### src/rtl/prq_pkg.sv
`default_nettype none
// ----------------------------------------------------------------------------
// prq_pkg
// shared constants for the priority ready queue scheduler
// ----------------------------------------------------------------------------
package prq_pkg;

    localparam int DEF_MAX_THREADS   = 16;
    localparam int DEF_PRIORITY_BITS = 8;

    localparam int OPCODE_W = 3;
    localparam int TID_W    = 4;
    localparam int BPRIO_W  = 8;

    localparam logic [2:0] OP_CREATE  = 3'd0;
    localparam logic [2:0] OP_START   = 3'd1;
    localparam logic [2:0] OP_STOP    = 3'd2;
    localparam logic [2:0] OP_WAIT    = 3'd3;
    localparam logic [2:0] OP_WAKE_UP = 3'd4;
    localparam logic [2:0] OP_SUSPEND = 3'd5;
    localparam logic [2:0] OP_RESUME  = 3'd6;
    localparam logic [2:0] OP_YIELD   = 3'd7;

    localparam logic [1:0] RS_STOPPED  = 2'd0;
    localparam logic [1:0] RS_RUNNABLE = 2'd1;
    localparam logic [1:0] RS_WAITING  = 2'd2;

endpackage : prq_pkg
`default_nettype wire

### src/rtl/priority_ready_queue_thread_states.sv
`default_nettype none
// ----------------------------------------------------------------------------
// priority_ready_queue_thread_states
// hardware thread scheduler with a priority-sorted ready queue
// ----------------------------------------------------------------------------
// usage:
//   s_ channel takes one command beat (opcode, thread_id, create priority).
//   m_ channel returns one result beat per command: status, head_valid,
//   head_thread and schedule_changed.
//   thread state (priority, run state, suspended flag) lives in per-thread
//   flop arrays; the ready queue order lives in a synchronous memory with a
//   registered read port, walked one entry per cycle with one read and one
//   write, never to the same entry in the same cycle.
//   a command that leaves the queue alone goes straight to the head read; a
//   removal walks the queue and closes the gap, an insert scans for its slot,
//   opens a gap from the tail and sets the entry; yield does removal then insert.
//   one command is processed at a time; s_ready is high only while idle, so
//   the next command can be accepted in the cycle after a result is registered.
//   a stalled receiver holds the result in the output register; the next
//   command still runs and waits at its last step until the register frees.
//   reset clears all run states, flags, priorities and the queue count;
//   the order memory needs no clearing since only entries below the count
//   are ever used.
// ----------------------------------------------------------------------------
module priority_ready_queue_thread_states #(
    parameter int MAX_THREADS   = prq_pkg::DEF_MAX_THREADS,
    parameter int PRIORITY_BITS = prq_pkg::DEF_PRIORITY_BITS
) (
    input  wire                               aclk,
    input  wire                               aresetn,
    input  wire                               s_valid,
    output logic                              s_ready,
    input  wire  [prq_pkg::OPCODE_W-1:0]      s_opcode,
    input  wire  [prq_pkg::TID_W-1:0]         s_thread_id,
    input  wire  [prq_pkg::BPRIO_W-1:0]       s_create_prio,
    output logic                              m_valid,
    input  wire                               m_ready,
    output logic                              m_status,
    output logic                              m_head_valid,
    output logic [prq_pkg::TID_W-1:0]         m_head_thread,
    output logic                              m_schedule_changed
);
    import prq_pkg::*;

    localparam int IW = $clog2(MAX_THREADS);
    localparam int CW = $clog2(MAX_THREADS + 1);

    // sequencer states
    localparam logic [2:0] ST_IDLE   = 3'd0;
    localparam logic [2:0] ST_RFIND  = 3'd1; // scan for removal target
    localparam logic [2:0] ST_RSHIFT = 3'd2; // close the gap
    localparam logic [2:0] ST_IFIND  = 3'd3; // scan for insert position
    localparam logic [2:0] ST_ISHIFT = 3'd4; // open a gap from the tail
    localparam logic [2:0] ST_ISET   = 3'd5; // drop the thread into the gap
    localparam logic [2:0] ST_HEAD   = 3'd6; // read entry 0
    localparam logic [2:0] ST_DONE   = 3'd7;

    logic [2:0]               state_reg, state_next;
    logic [PRIORITY_BITS-1:0] prio_reg  [MAX_THREADS];
    logic [1:0]               rs_reg    [MAX_THREADS];
    logic                     susp_reg  [MAX_THREADS];
    logic [CW-1:0]            count_reg;
    logic [IW-1:0]            tid_reg;
    logic                     do_ins_reg;   // insert after removal walk
    logic                     chg_reg;
    logic                     err_reg;
    logic [CW-1:0]            pos_reg;      // walk index
    logic [CW-1:0]            sh_reg;       // tail shift destination

    // order memory
    logic [IW-1:0] order_mem [MAX_THREADS];
    logic [IW-1:0] rd_data_reg;
    logic [IW-1:0] rd_addr;
    logic          rd_en;
    logic [IW-1:0] wr_addr;
    logic [IW-1:0] wr_data;
    logic          wr_en;

    always_ff @(posedge aclk) begin
        if (wr_en) begin
            order_mem[wr_addr] <= wr_data;
        end
        if (rd_en) begin
            rd_data_reg <= order_mem[rd_addr];
        end
    end

    logic          out_valid_reg;
    logic          out_status_reg;
    logic          out_hv_reg;
    logic [IW-1:0] out_head_reg;
    logic          out_chg_reg;

    assign s_ready            = (state_reg == ST_IDLE);
    assign m_valid            = out_valid_reg;
    assign m_status           = out_status_reg;
    assign m_head_valid       = out_hv_reg;
    assign m_head_thread      = TID_W'(out_head_reg);
    assign m_schedule_changed = out_chg_reg;

    wire            accept   = s_valid && s_ready;
    wire            out_free = !out_valid_reg || m_ready;
    wire            tid_ok   = 32'(s_thread_id) < MAX_THREADS;
    wire [IW-1:0]   s_tid    = IW'(s_thread_id);
    wire [IW-1:0]   pos_ix   = pos_reg[IW-1:0];

    // command decode
    logic       c_err, c_rem, c_ins;
    logic [1:0] c_rs;
    logic       c_susp;
    always_comb begin
        c_err  = 1'b0;
        c_rem  = 1'b0;
        c_ins  = 1'b0;
        c_rs   = rs_reg[s_tid];
        c_susp = susp_reg[s_tid];
        if (!tid_ok) begin
            c_err = 1'b1;
        end else begin
            unique case (s_opcode)
                OP_CREATE: begin
                    c_err  = c_rs != RS_STOPPED;
                    c_susp = 1'b0;
                end
                OP_START: begin
                    c_err = c_rs != RS_STOPPED;
                    c_ins = !susp_reg[s_tid];
                    c_rs  = RS_RUNNABLE;
                end
                OP_STOP: begin
                    c_err = c_rs == RS_STOPPED;
                    c_rem = 1'b1;
                    c_rs  = RS_STOPPED;
                end
                OP_WAIT: begin
                    c_err = c_rs != RS_RUNNABLE;
                    c_rem = 1'b1;
                    c_rs  = RS_WAITING;
                end
                OP_WAKE_UP: begin
                    c_err = c_rs != RS_WAITING;
                    c_ins = !susp_reg[s_tid];
                    c_rs  = RS_RUNNABLE;
                end
                OP_SUSPEND: begin
                    c_rem  = 1'b1;
                    c_susp = 1'b1;
                end
                OP_RESUME: begin
                    c_err  = !susp_reg[s_tid];
                    c_ins  = rs_reg[s_tid] == RS_RUNNABLE;
                    c_susp = 1'b0;
                end
                OP_YIELD: begin
                    // queued exactly when runnable and not suspended
                    c_rem = rs_reg[s_tid] == RS_RUNNABLE && !susp_reg[s_tid];
                    c_ins = c_rem;
                end
            endcase
        end
    end

    // sequencer
    logic [CW-1:0] pos_next;
    logic [CW-1:0] sh_next;
    logic          cnt_dec, cnt_inc, chg_set;
    always_comb begin
        state_next = state_reg;
        pos_next   = pos_reg;
        sh_next    = sh_reg;
        rd_en      = 1'b0;
        rd_addr    = pos_ix;
        wr_en      = 1'b0;
        wr_addr    = pos_ix;
        wr_data    = rd_data_reg;
        cnt_dec    = 1'b0;
        cnt_inc    = 1'b0;
        chg_set    = 1'b0;
        unique case (state_reg)
            ST_IDLE: begin
                pos_next = '0;
                rd_addr  = '0;
                if (accept) begin
                    if (c_err) begin
                        state_next = ST_HEAD;
                    end else if (c_rem) begin
                        state_next = ST_RFIND;
                        rd_en      = 1'b1;
                    end else if (c_ins) begin
                        state_next = ST_IFIND;
                        rd_en      = 1'b1;
                    end else begin
                        state_next = ST_HEAD;
                    end
                end
            end
            ST_RFIND: begin
                // rd_data_reg holds entry pos_reg when pos_reg < count
                if (pos_reg >= count_reg) begin
                    // not in queue: go on to insert or finish
                    pos_next   = '0;
                    rd_en      = 1'b1;
                    rd_addr    = '0;
                    state_next = do_ins_reg ? ST_IFIND : ST_HEAD;
                end else begin
                    pos_next = pos_reg + 1'b1;
                    rd_en    = (pos_reg + 1'b1) < count_reg;
                    rd_addr  = IW'(pos_reg + 1'b1);
                    if (rd_data_reg == tid_reg) begin
                        chg_set    = (pos_reg == '0);
                        state_next = ST_RSHIFT;
                    end
                end
            end
            ST_RSHIFT: begin
                // rd_data_reg holds entry pos_reg; move it down one
                if (pos_reg >= count_reg) begin
                    cnt_dec    = 1'b1;
                    pos_next   = '0;
                    rd_en      = 1'b1;
                    rd_addr    = '0;
                    state_next = do_ins_reg ? ST_IFIND : ST_HEAD;
                end else begin
                    wr_en    = 1'b1;
                    wr_addr  = IW'(pos_reg - 1'b1);
                    wr_data  = rd_data_reg;
                    pos_next = pos_reg + 1'b1;
                    rd_en    = (pos_reg + 1'b1) < count_reg;
                    rd_addr  = IW'(pos_reg + 1'b1);
                end
            end
            ST_IFIND: begin
                // stop at the first entry of lower priority
                if (pos_reg >= count_reg) begin
                    state_next = ST_ISET;
                end else if (prio_reg[rd_data_reg] < prio_reg[tid_reg]) begin
                    sh_next    = count_reg;
                    rd_en      = 1'b1;
                    rd_addr    = IW'(count_reg - 1'b1);
                    state_next = ST_ISHIFT;
                end else begin
                    pos_next = pos_reg + 1'b1;
                    rd_en    = 1'b1;
                    rd_addr  = IW'(pos_reg + 1'b1);
                end
            end
            ST_ISHIFT: begin
                // rd_data_reg holds entry sh_reg-1, write to sh_reg
                wr_en   = 1'b1;
                wr_addr = IW'(sh_reg);
                wr_data = rd_data_reg;
                if ((sh_reg - 1'b1) == pos_reg) begin
                    state_next = ST_ISET;
                end else begin
                    sh_next = sh_reg - 1'b1;
                    rd_en   = 1'b1;
                    rd_addr = IW'(sh_reg - CW'(2));
                end
            end
            ST_ISET: begin
                wr_en      = 1'b1;
                wr_addr    = pos_ix;
                wr_data    = tid_reg;
                cnt_inc    = 1'b1;
                chg_set    = (pos_reg == '0);
                state_next = ST_HEAD;
            end
            ST_HEAD: begin
                rd_en      = 1'b1;
                rd_addr    = '0;
                state_next = ST_DONE;
            end
            ST_DONE: begin
                // wait here while the previous result is still held
                if (out_free) begin
                    state_next = ST_IDLE;
                end
            end
        endcase
    end

    always_ff @(posedge aclk) begin
        if (!aresetn) begin
            state_reg     <= ST_IDLE;
            count_reg     <= '0;
            out_valid_reg <= 1'b0;
            for (int i = 0; i < MAX_THREADS; i++) begin
                prio_reg[i] <= '0;
                rs_reg[i]   <= RS_STOPPED;
                susp_reg[i] <= 1'b0;
            end
        end else begin
            state_reg <= state_next;
            pos_reg   <= pos_next;
            sh_reg    <= sh_next;
            if (cnt_dec) begin
                count_reg <= count_reg - 1'b1;
            end else if (cnt_inc) begin
                count_reg <= count_reg + 1'b1;
            end
            if (accept) begin
                chg_reg <= 1'b0;
            end else if (chg_set) begin
                chg_reg <= 1'b1;
            end
            if (accept) begin
                tid_reg    <= s_tid;
                err_reg    <= c_err;
                do_ins_reg <= c_ins;
                if (!c_err) begin
                    rs_reg[s_tid]   <= c_rs;
                    susp_reg[s_tid] <= c_susp;
                    if (s_opcode == OP_CREATE) begin
                        prio_reg[s_tid] <= PRIORITY_BITS'(s_create_prio);
                    end
                end
            end
            if (state_reg == ST_DONE && out_free) begin
                out_valid_reg  <= 1'b1;
                out_status_reg <= err_reg;
                out_hv_reg     <= count_reg != '0;
                out_head_reg   <= (count_reg != '0) ? rd_data_reg : '0;
                out_chg_reg    <= !err_reg && chg_reg;
            end else if (m_ready) begin
                out_valid_reg <= 1'b0;
            end
        end
    end

    // a held result stays put until taken
    assert property (@(posedge aclk) disable iff (!aresetn)
        m_valid && !m_ready |=> m_valid && $stable({m_status, m_head_valid,
            m_head_thread, m_schedule_changed}))
        else $error("result changed while stalled");
    assert property (@(posedge aclk) disable iff (!aresetn)
        count_reg <= CW'(MAX_THREADS))
        else $error("ready count overflow");
    assert property (@(posedge aclk) disable iff (!aresetn)
        m_valid && m_status |-> !m_schedule_changed)
        else $error("error result reports a schedule change");
    assert property (@(posedge aclk) disable iff (!aresetn)
        m_valid |-> (m_head_valid || m_head_thread == '0))
        else $error("head thread set on empty queue");

endmodule : priority_ready_queue_thread_states
`default_nettype wire
### config.mk
export PLATFORM = sky130hd
export DESIGN_NAME = priority_ready_queue_thread_states
export DESIGN_NICKNAME = d
export VERILOG_FILES = /design/src/rtl/prq_pkg.sv /design/src/rtl/priority_ready_queue_thread_states.sv
export SDC_FILE = /design/constraint.sdc
export NUM_CORES = 1
export LEC_CHECK = 0
export ABC_AREA = 1
export BUFFER_PORTS_ARGS = -buffer_cell sky130_fd_sc_hd__buf_4
export CAP_MARGIN = 10
export CELL_PAD_IN_SITES_DETAIL_PLACEMENT = 1
export CELL_PAD_IN_SITES_GLOBAL_PLACEMENT = 2
export CORE_UTILIZATION = 40
export DETAILED_ROUTE_END_ITERATION = 10
export GPL_ROUTABILITY_DRIVEN = 0
export PLACE_DENSITY = 0.77
export RECOVER_POWER = 25
export SKIP_LAST_GASP = 1
export SLEW_MARGIN = 0
export SYNTH_ARGS = -nofsm -noshare
export SYNTH_HDL_FRONTEND = slang
export SYNTH_SLANG_ARGS = --single-unit
export TNS_END_PERCENT = 100
### constraint.sdc
create_clock -name aclk -period 4.64 [get_ports aclk]
set_input_delay 0.928 -clock aclk [delete_from_list [all_inputs] [get_ports aclk]]
set_output_delay 0.928 -clock aclk [all_outputs]
set_load 0.01 [all_outputs]
Word level (Yosys, flattened, before mapping)
Memories as Yosys holds them, arrays and structs flattened. A register that Yosys moved wholly into a read port is not among the register bits.
Index checks and enable logic that the tools add are counted.
{ "totals": {"word_cells": 166, "n_memories": 4, "ram_bits": 240, "output_inout_bits": 9, "input_bits": 19, "reg_bits": 33} }
{ "mem_list": {"columns": ["name", "words", "width", "read_ports", "rd_clocked_by_memory_dff", "wr", "line_no", "rtl"], "rows": [
  ["prio_reg", 16, 8, 2, 1, 16, "priority_ready_queue_thread_states.sv:59", "logic [PRIORITY_BITS-1:0] prio_reg [MAX_THREADS];"],
  ["order_mem", 16, 4, 1, 1, 1, "priority_ready_queue_thread_states.sv:71", "logic [IW-1:0] order_mem [MAX_THREADS];"],
  ["rs_reg", 16, 2, 1, 0, 16, "priority_ready_queue_thread_states.sv:60", "logic [1:0] rs_reg [MAX_THREADS];"],
  ["susp_reg", 16, 1, 1, 0, 16, "priority_ready_queue_thread_states.sv:61", "logic susp_reg [MAX_THREADS];"]
]} }
{ "op_classes": {"reduce_logical": 35, "eq_ne": 29, "addsub": 6, "n_lt_le_gt_ge": 3, "muxes": 76} }
{ "ops": {"columns": ["op", "count"], "rows": [
  ["two-way mux 4 bit", 10],
  ["two-way mux 5 bit", 8],
  ["two-way mux 3 bit", 12],
  ["two-way mux 1 bit", 31],
  ["== test 3 bit (second input constant)", 8],
  ["one-hot mux 3 bit (8 select lines)", 1],
  ["!= test 2 bit (second input constant)", 8],
  ["one-hot mux 4 bit (4 select lines)", 1],
  ["one-hot mux 5 bit (3 select lines)", 1],
  ["OR reduction 2 bit", 7],
  ["== test 3 x 2 -> 1 bit (second input constant)", 4],
  ["adder 5 x 1 -> 5 bit (second input constant)", 2],
  ["one-hot mux 1 bit (5 select lines)", 2],
  ["one-hot mux 5 bit (2 select lines)", 1],
  ["nonzero test 2 bit", 5],
  ["subtractor 5 x 1 -> 5 bit (second input constant)", 2],
  ["< comparator 8 bit", 1],
  ["two-way mux 8 bit", 1],
  ["one-hot mux 1 bit (2 select lines)", 4],
  ["one-hot mux 4 bit (2 select lines)", 1],
  ["OR reduction 8 bit", 1],
  ["== test 3 x 1 -> 1 bit (second input constant)", 2],
  ["zero test 3 bit", 2],
  ["!= test 3 bit (second input constant)", 2],
  ["24 further kinds", 32]
]} }

Longest topological paths before layout
{ "logic_depth": {"depth_word": 9, "depth_mapped": 27, "depth_no_buf": 25} }

Worst setup path after synthesis
Ideal clock, no wire load.
{ "synth_path": {"kind": "reg2reg", "start": "register rd_data_reg[0] (read register of order_mem)", "end": "register rd_data_reg[1] (read register of order_mem) (data pin)", "period_less_slack_ns": 3.575, "required_ns": 4.387, "setup_time_ns": 0.253, "path_buffers": 4, "stages_incl_launch_ff": 25, "arrival_ns": 3.322, "path_slack_ns": 1.065, "path_cell_list": "edfxtp_1 buf_4 inv_1 buf_4 clkbuf_1 o21ai_0 o22ai_1 o221ai_1 nand2_1 ha_1 a21oi_1 nor2_1 a211oi_1 nand2_1 nand2_1 nand3_1 nand2_1 nand2_1 nand2_2 inv_1 buf_2 nand2_1 nand3_1 nand3_1 nand2_1"} }
{ "synth_via": {"elab_chain_cells": 5} }
{ "synth_lines": {"columns": ["item", "line_no", "rtl"], "rows": [
  ["start, declared", "priority_ready_queue_thread_states.sv:72", "logic [IW-1:0] rd_data_reg;"],
  ["memory read (16 x 8 bit)", null, null],
  ["< comparator 8 bit", "priority_ready_queue_thread_states.sv:236", "end else if (prio_reg[rd_data_reg] < prio_reg[tid_reg]) begin"],
  ["two-way mux 4 bit", "priority_ready_queue_thread_states.sv:236", null],
  ["two-way mux 4 bit", "priority_ready_queue_thread_states.sv:234", "if (pos_reg >= count_reg) begin"],
  ["one-hot mux 4 bit (4 select lines)", "priority_ready_queue_thread_states.sv:179", "unique case (state_reg)"]
]} }
Every way passes these cells.
A chain may end at the register's enable or synchronous reset.

==> reports/results.tsv <==
stage	metric	value	unit
critical_path	Worst path top cell family by delay	compound AO/OA/AOI/OAI gates	
timing	Final min period	4.26	ns
synth	top cells by area in the synthesized netlist	edfxtp_1 50%, nor2_1 7.4%, nand2_1 7.1%	
critical_path	crit path kind	reg -> reg	
clock_network	postcts setup bufs	0	
final_layout	share of cells above drive strength 1	7.67	%
timing	clock skew	0.0297	ns
global_routing	largest net degree at the start of global routing	91	
global_routing	first-pass GRT wire length	78000	µm
clock_network	CTS tree	built	
place	instance area at placement	15800	µm²
clock_network	hold_buf cts	0	
final_layout	Nets	1786	
run_status	failing checks	max-capacitance violations, max-slew violations	
pwr	power density cells	647	nW/µm²
detailed_routing	total number of vias	12700	
timing	Fmax	235	MHz
clock_network	clk slew on worst S/H paths	0.06	ns
critical_path	critical path arrival	4.56	ns
critical_path	slowest cell on the critical path	dfxtp_2	
clock_network	CTS Root Cell	clkbuf_16	
die	initial core utilization	40.8	%
timing	Period Utilization, post-route	91.8	%
synth	Yosys reg bits	281	
synth	synthesized area per cell	8.74	µm²
timing	relative slew slack	-57.5	%
final_layout	fill count	4306	
synth	ys async rst share	0	%
timing	Max Slew Vio Count	51	
synth	Mapped Area	15000	µm²
timing	worst slew pin tran	2.34	ns
die	core box area	36800	µm²
die	die width	196	µm
synth	Seq/Total Area, Yosys	54.2	%
critical_path	R2R depth	19	
critical_path	R2R Path End	rd_data_reg[0]	
global_routing	global-route usage over all layers	26.9	%
timing	RSZ-0062 raised after global routing	false	
clock_network	CTS resizes	0	
clock_network	Clk Latency, worst-skew pair	0.56	ns
synth	dominant cell type by area after synthesis	edfxtp_1	
die	# IOs	28	
synth	number of library cell types mapped by synthesis	36	
timing	final setup violation count	0	
die	Die H	196	µm
clock_network	clk sinks	281	
critical_path	Cell Chain, Critical Path	buf_4, buf_4, o21ai_0, a21oi_1, o221ai_1, nand2_1, inv_1, ha_1, a21oi_1, nor2_1, a211oi_1, buf_4, nand2_1, o211ai_1, nand2_1, o21ai_1, nand3_1, nand3_1, nand2_1	
pwr	VDD IR-drop max	353	µV
critical_path	r2r setup slk	0.38	ns
synth	Post-Syn Nets	1770	
critical_path	CP max stage delay	0.59	ns
place	# port buffers	27	
hold_path	hold path endpoint	susp_reg[12]	
detailed_routing	WL final	50600	µm
timing	Final TNS setup	0	ns
clock_network	CTS H-tree lvls	2	
synth	Synth top area share	50.4	%
critical_path	WP data required	4.94	ns
synth	number of flops mapped to enable cells by yosys	252	
run_status	outcome	finished with violations	
detailed_routing	vias per inst	5.69	
synth	cell count after synthesis	1720	
pwr	LEAKAGE	0.00673	µW
final_layout	final instance area	16800	µm²
detailed_routing	Detail Route Antenna Nets	0	
critical_path	worst path buffer plus inverter count	4	
hold_path	class of the worst hold path	reg -> reg	
detailed_routing	Post-route DRC	0	
critical_path	startpoint class of the critical path	register	
global_routing	vias in the first global route	12900	
detailed_routing	DRT Pass-1 Iters	5	
critical_path	most frequent CP cell	nand2_1	
detailed_routing	WL per Instance	22.7	µm
die	row cnt	70	
global_routing	total grt overflow	0	
critical_path	Critical Path End Type	register	
die	die area	38300	µm²
synth	warnings from Yosys	0	
job	max_cap viols	3	
hold_path	number of stages on the worst hold path	2	
synth	Top FF cell, synth	edfxtp_1	
final_layout	# diodes	0	
timing	final-report hold violation count	0	
final_layout	area grow syn2layout	11.9	%
critical_path	CP max FO	20	
place	Post-DP HPWL	34900	µm
final_layout	max reg flops	128	
hold_path	min-delay src	susp_reg[12]	
clock_network	clock buffer depth	3	
clock_network	total CTS buffers	34	
detailed_routing	Starting DRT DRC Count	1106	
global_routing	initial antenna violation count	1	
## worst reg2reg max path, cell delays in order (launching register included)
cell	delay [ns]
dfxtp_2	0.59
buf_4	0.36
buf_4	0.25
o21ai_0	0.12
a21oi_1	0.17
o221ai_1	0.18
nand2_1	0.11
inv_1	0.04
ha_1	0.29
a21oi_1	0.18
nor2_1	0.06
a211oi_1	0.18
buf_4	0.19
nand2_1	0.16
o211ai_1	0.32
nand2_1	0.09
o21ai_1	0.34
nand3_1	0.17
nand3_1	0.12
nand2_1	0.06
## worst max-delay path by stage
| stage | from | to | slack [ns] | cells after the start |
|---|---|---|---|---|
| 5_1_grt | register | rd_data_reg[0] | 0.09 | 19 |
| 4_1_cts | register | rd_data_reg[0] | 0.39 | 19 |
| 3_3_place_gp | s_thread_id[0] | prio_reg[9][6] | 0.11 | 18 |
| 3_5_place_dp | s_thread_id[0] | prio_reg[9][6] | 0.09 | 18 |
| 2_1_floorplan | rd_data_reg[0] | rd_data_reg[1] | 1.06 | 24 |
| 6_report | register | rd_data_reg[0] | 0.38 | 19 |
## cell families after synthesis
group | synth area share, %
AO/OA/AOI/OAI | 13.8
XOR/XNOR | 0.874
adder cells (fa/ha/maj) | 2.58
buffers and inverters | 6.87
flip-flops | 54.2
AND/OR/NAND/NOR | 21.6
## power by group
part / internal (µW) / switching [µW] / leakage (µW) / total (µW)
clock: 1490 / 1090 / 0.000523 / 2580
sequential: 3160 / 201 / 0.00272 / 3360
combinational: 1460 / 3490 / 0.00348 / 4950
total: 6100 / 4790 / 0.00673 / 10900
## layout make-up
class                   count  area [µm²]  area share [%]
clock inverters            16         123           0.729
well taps                 468         586            3.48
flip-flops and latches    281        8150            48.5
clock buffers              44         940            5.59
repair buffers             76         552            3.28
inverters                 168         631            3.75
multi-input cells        1175        5840            34.7
## synthesized netlist by cell type (all sizes together) (14+ instances only)
cell    count
dfxtp      29
o221ai     27
xor2       14
nand3     131
nand2     287
buf        27
inv       165
a22oi      24
nand3b     16
o21ai     214
edfxtp    252
a21oi      72
ha         31
o22ai      14
clkbuf     69
nor2      298
## cells in the final DEF, fill, tap and decap left out, drive strengths merged, types with 3 or more instances in the layout
cell     Yosys  layout
o22ai       14      14
inv        165     165
xor2        14      14
buf         27      61
o21ai      214     214
nand4       11      11
nand3b      16      16
a221oi       3       3
o211ai       4       4
nand3      131     131
o221ai      27      27
nor2       298     298
clkbuf      69      59
a22oi       24      24
nor3        13      13
nand2      287     287
a21oi       72      72
ha          31      31
clkinv       3      18
o2111ai      5       5
or2          4       4
dfxtp       29      29
a31oi        4       4
edfxtp     252     252
## metrics by stage
step | std cells | hold WS (ns) | setup slack, ns | util [%] | power, µW
floorplan | 1720 | 0.427 | 1.06 | - | 6590
global placement | 2168 | 0.466 | 0.111 | 43.1 | 8270
detailed placement | 2168 | 0.479 | 0.0862 | 43.1 | 8360
CTS | 2228 | 0.489 | 0.388 | 45.9 | 11000
global route | 2228 | 0.520 | 0.0900 | 45.7 | 11600
finish | 2228 | 0.489 | 0.381 | 45.7 | 10900
## layer usage
metal	vias to the layer above	wire, µm	GRT usage, %
met5	-	11	0
met1	6320	23800	38.8
li1	5936	-	-
met4	2	1030	6.77
met3	72	2710	4.07
met2	355	23000	42.5
Power figures use the tool's default switching activity.
